[config.mk]
export PLATFORM = sky130hd
export DESIGN_NAME = bounded_task_queue_random_drop_core
export DESIGN_NICKNAME = d
export VERILOG_FILES = /design/src/rtl/btqrd_pkg.sv /design/src/rtl/btqrd_cell.sv /design/src/rtl/btqrd_mod.sv /design/src/rtl/bounded_task_queue_random_drop_core.sv
export SDC_FILE = /design/constraint.sdc
export NUM_CORES = 2
export LEC_CHECK = 0
export BUFFER_PORTS_ARGS = -buffer_cell sky130_fd_sc_hd__buf_2
export CAP_MARGIN = 20
export CORE_UTILIZATION = 40
export DETAILED_ROUTE_END_ITERATION = 8
export PLACE_DENSITY = 0.6
export SETUP_SLACK_MARGIN = 0.4
export SLEW_MARGIN = 5
export SYNTH_ARGS = -nofsm -noshare
export SYNTH_HDL_FRONTEND = slang
export SYNTH_SLANG_ARGS = --single-unit
export TNS_END_PERCENT = 20
[constraint.sdc]
create_clock -name clock -period 7.5 [get_ports clock]
set_input_delay 0.75 -clock clock [delete_from_list [all_inputs] [get_ports clock]]
set_output_delay 0.75 -clock clock [all_outputs]
set_load 0.02 [all_outputs]
[src/rtl/btqrd_pkg.sv]
`timescale 1ns / 1ps
`default_nettype none

package btqrd_pkg;

   localparam int DEPTH       = 64;
   localparam int HANDLE_BITS = 16;
   localparam int COUNT_W     = $clog2(DEPTH + 1);
   localparam int POS_W       = $clog2(DEPTH);
   localparam int LFSR_W      = 32;
   localparam int LIMIT_W     = 7;
   localparam int STEP_W      = $clog2(LFSR_W);

   localparam logic [LFSR_W-1:0] LFSR_TAPS = 32'h8020_0003;

   // Request codes; code 3 is unused and is refused.
   localparam logic [1:0] REQ_PUSH = 2'd0;
   localparam logic [1:0] REQ_POP  = 2'd1;
   localparam logic [1:0] REQ_DROP = 2'd2;

   localparam logic [1:0] KIND_PUSHED  = 2'd0;
   localparam logic [1:0] KIND_POPPED  = 2'd1;
   localparam logic [1:0] KIND_DROPPED = 2'd2;
   localparam logic [1:0] KIND_REFUSED = 2'd3;

   localparam logic [1:0] STAT_OK    = 2'd0;
   localparam logic [1:0] STAT_EMPTY = 2'd1;
   localparam logic [1:0] STAT_FULL  = 2'd2;

   localparam logic CSR_LIMIT = 1'b0;
   localparam logic CSR_SEED  = 1'b1;

   typedef enum logic {
      ST_IDLE,
      ST_DIVIDE
   } state_type;

   typedef struct packed {
      logic shift;
      logic load;
   } cell_ctl_type;

   typedef struct packed {
      logic                start;
      logic [LFSR_W-1:0]   dividend;
      logic [COUNT_W-1:0]  divisor;
   } mod_req_type;

   typedef struct packed {
      logic                done;
      logic [COUNT_W-1:0]  remainder;
   } mod_rsp_type;

endpackage

`default_nettype wire

[src/rtl/btqrd_cell.sv]
`timescale 1ns / 1ps
`default_nettype none

module btqrd_cell
   import btqrd_pkg::*;
(
   input  wire logic                   clock,
   input  wire cell_ctl_type           ctl,
   input  wire logic [HANDLE_BITS-1:0] load_data,
   input  wire logic [HANDLE_BITS-1:0] next_data,
   output logic      [HANDLE_BITS-1:0] data
);

   logic [HANDLE_BITS-1:0] data_ff;

   // A shift pulls the neighbor's item in and closes a gap below it.
   always_ff @(posedge clock) begin
      if (ctl.shift) begin
         data_ff <= next_data;
      end else if (ctl.load) begin
         data_ff <= load_data;
      end
   end

   assign data = data_ff;

endmodule

`default_nettype wire

[src/rtl/btqrd_mod.sv]
`timescale 1ns / 1ps
`default_nettype none

module btqrd_mod
   import btqrd_pkg::*;
(
   input  wire logic        clock,
   input  wire logic        reset,
   input  wire mod_req_type req,
   output mod_rsp_type      rsp
);

   logic                busy_ff, busy_in;
   logic                done_ff, done_in;
   logic [STEP_W-1:0]   step_ff, step_in;
   logic [COUNT_W-1:0]  rem_ff, rem_in;
   logic [COUNT_W-1:0]  div_ff, div_in;
   logic [LFSR_W-1:0]   dvd_ff, dvd_in;
   logic [COUNT_W:0]    shifted;

   // Restoring division, one dividend bit per cycle, MSB first.
   always_comb begin
      busy_in = busy_ff;
      done_in = 1'b0;
      step_in = step_ff;
      rem_in  = rem_ff;
      div_in  = div_ff;
      dvd_in  = dvd_ff;
      shifted = {rem_ff, dvd_ff[LFSR_W-1]};
      if (req.start) begin
         busy_in = 1'b1;
         step_in = STEP_W'(LFSR_W - 1);
         rem_in  = '0;
         div_in  = req.divisor;
         dvd_in  = req.dividend;
      end else if (busy_ff) begin
         if (shifted >= {1'b0, div_ff}) begin
            rem_in = COUNT_W'(shifted - {1'b0, div_ff});
         end else begin
            rem_in = COUNT_W'(shifted);
         end
         dvd_in  = {dvd_ff[LFSR_W-2:0], 1'b0};
         step_in = step_ff - 1'b1;
         if (step_ff == '0) begin
            busy_in = 1'b0;
            done_in = 1'b1;
         end
      end
   end

   always_ff @(posedge clock) begin
      if (reset) begin
         busy_ff <= 1'b0;
         done_ff <= 1'b0;
      end else begin
         busy_ff <= busy_in;
         done_ff <= done_in;
      end
      step_ff <= step_in;
      rem_ff  <= rem_in;
      div_ff  <= div_in;
      dvd_ff  <= dvd_in;
   end

   assign rsp.done      = done_ff;
   assign rsp.remainder = rem_ff;

endmodule

`default_nettype wire

[src/rtl/bounded_task_queue_random_drop_core.sv]
`timescale 1ns / 1ps
`default_nettype none

// Bounded task queue with random drop on overload.
// An item is taken when start is high and busy is low. req_type selects push
// (req_task_handle goes to the tail), pop (the head comes out) or drop, which
// removes (occupancy/10)*3 items, at least one, each at a position given by a
// 32-bit Galois LFSR modulo the current occupancy.
// Every result is shown for one cycle with rsp_valid high and carries the
// kind, the handle, the status and the occupancy after it; rsp_last marks the
// final result of an item. Refused requests give one refused result.
// Push, pop and refusals: the result appears in the cycle after the item is
// taken, and a new item can be taken every cycle.
// Drop: each removal waits for the bit-serial modulo unit that divides the
// LFSR word by the occupancy one bit per cycle; busy stays high until the last
// removal is shown.
// The items sit in a row of cells; a removal shifts every cell above the gap
// down by one at the same edge. The receiver cannot stall, so results are
// never held. Reset empties the queue, sets the limit to its maximum and the
// LFSR to 1; a seed write loads the LFSR at once, a zero seed as 1.
module bounded_task_queue_random_drop_core
   import btqrd_pkg::*;
(
   input  wire logic                   clock,
   input  wire logic                   reset,
   input  wire logic                   start,
   output logic                        busy,
   input  wire logic [1:0]             req_type,
   input  wire logic [HANDLE_BITS-1:0] req_task_handle,
   output logic                        rsp_valid,
   output logic      [1:0]             rsp_result_kind,
   output logic      [HANDLE_BITS-1:0] rsp_task_out,
   output logic      [1:0]             rsp_queue_status,
   output logic      [COUNT_W-1:0]     rsp_occupancy,
   output logic                        rsp_last,
   input  wire logic                   csr_we,
   input  wire logic                   csr_index,
   input  wire logic [LFSR_W-1:0]      csr_wdata
);

   state_type              state_ff, state_in;
   logic [COUNT_W-1:0]     count_ff, count_in;
   logic [COUNT_W-1:0]     left_ff, left_in;
   logic [LFSR_W-1:0]      lfsr_ff, lfsr_in;
   logic [LIMIT_W-1:0]     limit_ff;

   logic                   valid_ff, valid_in;
   logic [1:0]             kind_ff, kind_in;
   logic [HANDLE_BITS-1:0] task_ff, task_in;
   logic [1:0]             stat_ff, stat_in;
   logic                   last_ff, last_in;

   logic [COUNT_W-1:0]     limit_eff;
   logic                   accept;
   logic                   take_en;
   logic                   load_en;
   logic [POS_W-1:0]       take_pos;
   logic [HANDLE_BITS-1:0] take_data;
   logic [LFSR_W-1:0]      lfsr_next;
   logic [COUNT_W+7:0]     tenth_prod;
   logic [COUNT_W-1:0]     drop_n;
   mod_req_type            mreq;
   mod_rsp_type            mrsp;

   logic [HANDLE_BITS-1:0] cell_data [DEPTH];
   cell_ctl_type           cell_ctl  [DEPTH];

   function automatic logic [1:0] status_of(input logic [COUNT_W-1:0] cnt,
                                            input logic [COUNT_W-1:0] lim);
      if (cnt == '0) begin
         return STAT_EMPTY;
      end else if (cnt >= lim) begin
         return STAT_FULL;
      end
      return STAT_OK;
   endfunction

   always_comb begin
      if (limit_ff == '0) begin
         limit_eff = COUNT_W'(1);
      end else if (32'(limit_ff) > 32'(DEPTH)) begin
         limit_eff = COUNT_W'(DEPTH);
      end else begin
         limit_eff = COUNT_W'(limit_ff);
      end
   end

   assign busy   = (state_ff != ST_IDLE);
   assign accept = start && !busy;

   assign lfsr_next = lfsr_ff[0] ? ((lfsr_ff >> 1) ^ LFSR_TAPS) : (lfsr_ff >> 1);

   // count/10 as a reciprocal multiply; exact for every count the 7-bit counter holds (up to 127).
   assign tenth_prod = (COUNT_W+8)'(count_ff) * (COUNT_W+8)'(205);
   always_comb begin
      drop_n = COUNT_W'(tenth_prod >> 11) * COUNT_W'(3);
      if (drop_n == '0) begin
         drop_n = COUNT_W'(1);
      end
   end

   always_comb begin
      state_in = state_ff;
      case (state_ff)
         ST_IDLE: begin
            if (accept && req_type == REQ_DROP && count_ff != '0) begin
               state_in = ST_DIVIDE;
            end
         end
         ST_DIVIDE: begin
            if (mrsp.done && left_ff == COUNT_W'(1)) begin
               state_in = ST_IDLE;
            end
         end
         default: state_in = ST_IDLE;
      endcase
   end

   always_comb begin
      count_in      = count_ff;
      left_in       = left_ff;
      lfsr_in       = lfsr_ff;
      valid_in      = 1'b0;
      kind_in       = KIND_REFUSED;
      task_in       = '0;
      stat_in       = status_of(count_ff, limit_eff);
      last_in       = 1'b1;
      take_en       = 1'b0;
      load_en       = 1'b0;
      take_pos      = '0;
      mreq.start    = 1'b0;
      mreq.dividend = lfsr_next;
      mreq.divisor  = count_ff;
      case (state_ff)
         ST_IDLE: begin
            if (accept) begin
               valid_in = 1'b1;
               case (req_type)
                  REQ_PUSH: begin
                     if (count_ff < limit_eff && count_ff != COUNT_W'(DEPTH)) begin
                        load_en  = 1'b1;
                        count_in = count_ff + 1'b1;
                        kind_in  = KIND_PUSHED;
                     end
                  end
                  REQ_POP: begin
                     if (count_ff != '0) begin
                        take_en  = 1'b1;
                        count_in = count_ff - 1'b1;
                        kind_in  = KIND_POPPED;
                        task_in  = take_data;
                     end
                  end
                  REQ_DROP: begin
                     if (count_ff != '0) begin
                        // The first removal steps the LFSR and starts the divide.
                        valid_in   = 1'b0;
                        left_in    = drop_n;
                        lfsr_in    = lfsr_next;
                        mreq.start = 1'b1;
                     end
                  end
                  default: begin
                  end
               endcase
               stat_in = status_of(count_in, limit_eff);
            end
         end
         ST_DIVIDE: begin
            if (mrsp.done) begin
               take_pos = mrsp.remainder[POS_W-1:0];
               take_en  = 1'b1;
               count_in = count_ff - 1'b1;
               left_in  = left_ff - 1'b1;
               valid_in = 1'b1;
               kind_in  = KIND_DROPPED;
               task_in  = take_data;
               stat_in  = status_of(count_in, limit_eff);
               last_in  = (left_ff == COUNT_W'(1));
               if (left_ff != COUNT_W'(1)) begin
                  lfsr_in      = lfsr_next;
                  mreq.start   = 1'b1;
                  mreq.divisor = count_in;
               end
            end
         end
         default: begin
         end
      endcase
   end

   assign take_data = cell_data[take_pos];

   for (genvar i = 0; i < DEPTH; i++) begin : g_cell
      logic [HANDLE_BITS-1:0] next_data;

      if (i == DEPTH - 1) begin : g_top
         assign next_data = '0;
      end else begin : g_mid
         assign next_data = cell_data[i+1];
      end

      assign cell_ctl[i].shift = take_en && (POS_W'(i) >= take_pos);
      assign cell_ctl[i].load  = load_en && (count_ff == COUNT_W'(i));

      btqrd_cell u_cell (
         .clock     (clock),
         .ctl       (cell_ctl[i]),
         .load_data (req_task_handle),
         .next_data (next_data),
         .data      (cell_data[i])
      );
   end

   btqrd_mod u_mod (
      .clock (clock),
      .reset (reset),
      .req   (mreq),
      .rsp   (mrsp)
   );

   always_ff @(posedge clock) begin
      if (reset) begin
         state_ff <= ST_IDLE;
         count_ff <= '0;
         lfsr_ff  <= LFSR_W'(1);
         limit_ff <= LIMIT_W'(64);
         valid_ff <= 1'b0;
      end else begin
         state_ff <= state_in;
         count_ff <= count_in;
         valid_ff <= valid_in;
         if (csr_we && csr_index == CSR_SEED) begin
            lfsr_ff <= (csr_wdata == '0) ? LFSR_W'(1) : csr_wdata;
         end else begin
            lfsr_ff <= lfsr_in;
         end
         if (csr_we && csr_index == CSR_LIMIT) begin
            limit_ff <= csr_wdata[LIMIT_W-1:0];
         end
      end
      left_ff <= left_in;
      kind_ff <= kind_in;
      task_ff <= task_in;
      stat_ff <= stat_in;
      last_ff <= last_in;
   end

   assign rsp_valid        = valid_ff;
   assign rsp_result_kind  = kind_ff;
   assign rsp_task_out     = task_ff;
   assign rsp_queue_status = stat_ff;
   assign rsp_occupancy    = count_ff;
   assign rsp_last         = last_ff;

endmodule

`default_nettype wire

==> out/results.tsv <==
stage	metric	value	unit
cts	clock-pin slew on the worst setup and hold paths	0.07	ns
routing	drt drc	0	
yosys	asr flop ratio synth	0	%
global_routing	GRT Overall Usage	26.36	%
cts	Post-CTS Repair Setup Buffers	0	
critical_path	Crit path top cell by count	inv_1	
cells_and_area	Final Core Density	44.42	%
yosys	dominant cell type by area after synthesis	edfxtp_1	
yosys	Synth area leaders	edfxtp_1 51%, mux2_2 17%, nand2_1 5.6%, dfxtp_1 3.2%, a211oi_1 2.5%	
global_routing	first-pass GRT wire length	304600	um
floorplanning	Die Wd	394.6	um
power	Cell Pwr Density	248.6	nW/um^2
yosys	Mapped Area	61650	um^2
floorplanning	initial cell density of the core	40.44	%
power	Net Switching	4.972	mW
critical_path	Worst path max stage delay	0.70	ns
critical_path	reg-to-reg slack, setup	1.51	ns
power	Int Power	11.86	mW
critical_path	critical-path cell list	inv_1 > ha_1 > inv_1 > fa_1 > inv_1 > ha_1 > inv_1 > fa_1 > inv_1 > ha_1 > nand4_1 > or2_2 > a221oi_1 > o21ai_1 > nand2b_1 > xor2_1 > ha_1 > a21oi_1 > nor2b_1 > or4_1 > nand4b_1 > o21ai_0	
timing	RSZ-0062 raised after global routing	false	
outcome	status	complete, no violations	
cells_and_area	Post-layout nets	5206	
flow_run	Max-Cap Viols	0	
yosys	Synth Register Bits	1153	
cts	CTS HTree Levels	3	
global_routing	GRT overflow	0	
power	total power	16.83	mW
routing	via density per instance	6.168	
placement	area post-placement	63820	um^2
timing	final slew viol count	0	
critical_path	Crit Path Category	reg2reg	
routing	final WL	210100	um
hold_path	HP Class	in2reg	
cts	number of clock sinks	1153	
timing	Max Fclk	167.1	MHz
routing	Antenna Violating Nets Remaining	0	
floorplanning	IO Pins	85	
placement	IO Port Bufs	84	
cts	CTS max path bufs	3	
placement	routability congestion estimate	0.9468	
cts	CTS root buf	clkbuf_16	
yosys	Post-synth EDFFs	1054	
global_routing	antenna violations before repair	8	
cts	CTS tree	yes	
yosys	Synth Area per Inst	11.94	um^2
timing	fin crit period	5.985	ns
placement	hpwl dp	135800	um
power	Leak	22.99	nW
global_routing	vias in the first global route	42970	
yosys	post-synthesis net count	5311	
critical_path	Critical Path RT	7.98	ns
power	Worst VDD drop	0.1985	mV
yosys	Synth top area share	51.34	%
global_routing	largest net degree at the start of global routing	118	
power	register share of total power	45.9	%
cells_and_area	# fillers	14110	
cts	CTS Buf Count	121	
cells_and_area	Design Area, Final	67710	um^2
floorplanning	DIE AREA	155700	um^2
cells_and_area	Layout area overhead	9.827	%
timing	skew final	0.03719	ns
routing	DRT Pass-1 Iters	8	
power	clock share of power	35.5	%
timing	TNS Setup	0	ns
floorplanning	core region area	152400	um^2
power	Gate power share	18.7	%
cells_and_area	layout cell share with drive strength beyond 1	28.03	%
routing	DRT iter0 DRCs	5190	
routing	Routed WL per cell	29.19	um
yosys	post-synthesis cell count	5165	
yosys	Main synth FF type	edfxtp_1	
critical_path	Critical Path AT	6.46	ns
yosys	sequential share of the synthesized area	54.55	%
timing	Final Hold Fails	0	
cts	# resized after CTS	0	
floorplanning	Die H	394.6	um
critical_path	Critical Path End Type	register	
timing	Final Cycle Share	79.80	%
power	switching power share of the total	29.54	%
timing	Least-Margin Pin Slew	1.203	ns
cts	clock latency on the worst-skew pair	0.78	ns
cts	Post-CTS Hold Buffers	0	
yosys	number of synthesis warnings	0	
critical_path	crit path max fanout	13	
floorplanning	num rows	143	
yosys	Synth cell types	91	
critical_path	Startpoint Class	register	
timing	Final setup viols	0	
routing	vias after detailed routing	44390	
critical_path	CP max stage cell	dfxtp_1	
timing	slew margin rel.	19.80	%
[kinds of logic after synthesis]
kind of cell             after synthesis  synth area share (%)
XOR/XNOR                              37                0.5256
adder cells (fa/ha/maj)               91                 1.969
multiplexers                        1022                 18.73
flip-flops                          1153                 54.55
AO/OA/AOI/OAI                        889                 9.874
buffers and inverters                515                 3.783
AND/OR/NAND/NOR                     1458                 10.56
[state kept, by name, summed over array words and instances (netlist names), 2 cells and up]
| register | count |
|---|---|
| rsp_queue_status | 2 |
| u_mod.step_ff | 5 |
| rsp_occupancy | 7 |
| rsp_task_out | 16 |
| u_mod.dvd_ff | 32 |
| u_mod.rem_ff | 7 |
| u_mod.div_ff | 7 |
| left_ff | 7 |
| limit_ff | 7 |
| lfsr_ff | 32 |
| g_cell.u_cell.data | 1024 |
| rsp_result_kind | 2 |
[cell type report]
type                       count  area [um^2]  share of cell area (%)
clock buffer                 166         3341                   4.934
tap                         2030         2540                   3.751
antenna                        4        10.01                 0.01478
clock inverter                60        476.7                  0.7041
multi-input combinational   3497        25850                   38.17
timing repair buffer         226         1628                   2.404
sequential                  1153        33640                   49.68
inverter                      61        230.2                  0.3400
[metal layers]
metal / routed length [um] / global-route usage [%] / up-vias
li1: - / - / 19090
met1: 84900 / 35.58 / 22460
met4: 10740 / 11.79 / 0
met2: 93390 / 40.13 / 2316
met3: 21090 / 6.268 / 516
met5: 0 / 0 / -
[metrics by stage]
step           instances  setup slack, ns  hold WS [ns]
2_1_floorplan       5165            1.897        0.4413
3_3_place_gp        6963            1.600        0.4510
3_5_place_dp        6963            1.539        0.4592
4_1_cts             7189            1.480        0.2282
5_1_grt             7193           0.9983        0.2475
6_report            7197            1.515        0.2753
[power groups by stage]
| stage | combinational, mW | sequential, mW | clock [mW] |
|---|---|---|---|
| 6_report | 3.14 | 7.72 | 5.97 |
| 4_1_cts | 3.09 | 7.72 | 6.02 |
| 3_3_place_gp | 3.03 | 7.85 | 0 |
| 5_1_grt | 3.33 | 7.75 | 6.25 |
| 2_1_floorplan | 2.12 | 7.75 | 0 |
| 3_5_place_dp | 3.07 | 7.85 | 0 |
[cells in the final DEF, fill, tap and decap left out, types with 49 or more instances in the layout]
| cell type | n |
|---|---|
| mux2_2 | 923 |
| inv_1 | 58 |
| a311oi_1 | 49 |
| buf_4 | 134 |
| and2_1 | 70 |
| nand2_1 | 923 |
| nand3_1 | 49 |
| a21oi_1 | 84 |
| nor2b_1 | 131 |
| dfxtp_1 | 97 |
| clkbuf_16 | 124 |
| o22ai_1 | 79 |
| o21ai_0 | 84 |
| ha_1 | 81 |
| mux2i_1 | 57 |
| a211oi_1 | 204 |
| buf_2 | 80 |
| edfxtp_1 | 1054 |
| nor2_1 | 125 |
| a31oi_1 | 189 |
[synth_stat cells (23+ instances only)]
| cell | count |
|---|---|
| a311oi_1 | 49 |
| inv_1 | 58 |
| mux2_1 | 26 |
| nand3_1 | 50 |
| o22ai_1 | 92 |
| and2_1 | 70 |
| clkbuf_1 | 217 |
| nor3_1 | 23 |
| buf_4 | 42 |
| buf_2 | 133 |
| nor2_1 | 127 |
| buf_1 | 52 |
| o21ai_0 | 112 |
| edfxtp_1 | 1054 |
| mux2_2 | 923 |
| ha_1 | 81 |
| nor2b_1 | 131 |
| a211oi_1 | 204 |
| xnor2_1 | 26 |
| a31oi_1 | 189 |
| mux2i_1 | 57 |
| a21oi_1 | 84 |
| nand2_1 | 925 |
| dfxtp_1 | 99 |
[path summary, 6_finish.rpt]
path,from,end,cells after the start
worst max register to register,rsp_occupancy[5],left_ff[0],22
worst min register to register,g_cell[63].u_cell.data[10],g_cell[63].u_cell.data[10],2
worst min-delay path,csr_wdata[6],limit_ff[6],2
worst max-delay path,rsp_occupancy[5],left_ff[0],22
[critical path: cells and delay by family, from the launching register on]
kind	cells	cell delay, ns
compound gates	4	0.72
xor+xnor	1	0.35
fa+ha+maj	6	2.19
buf+inv	5	0.43
flops	1	0.70
simple gates	6	1.29
Note: power is estimated with default switching activity, not from simulation.
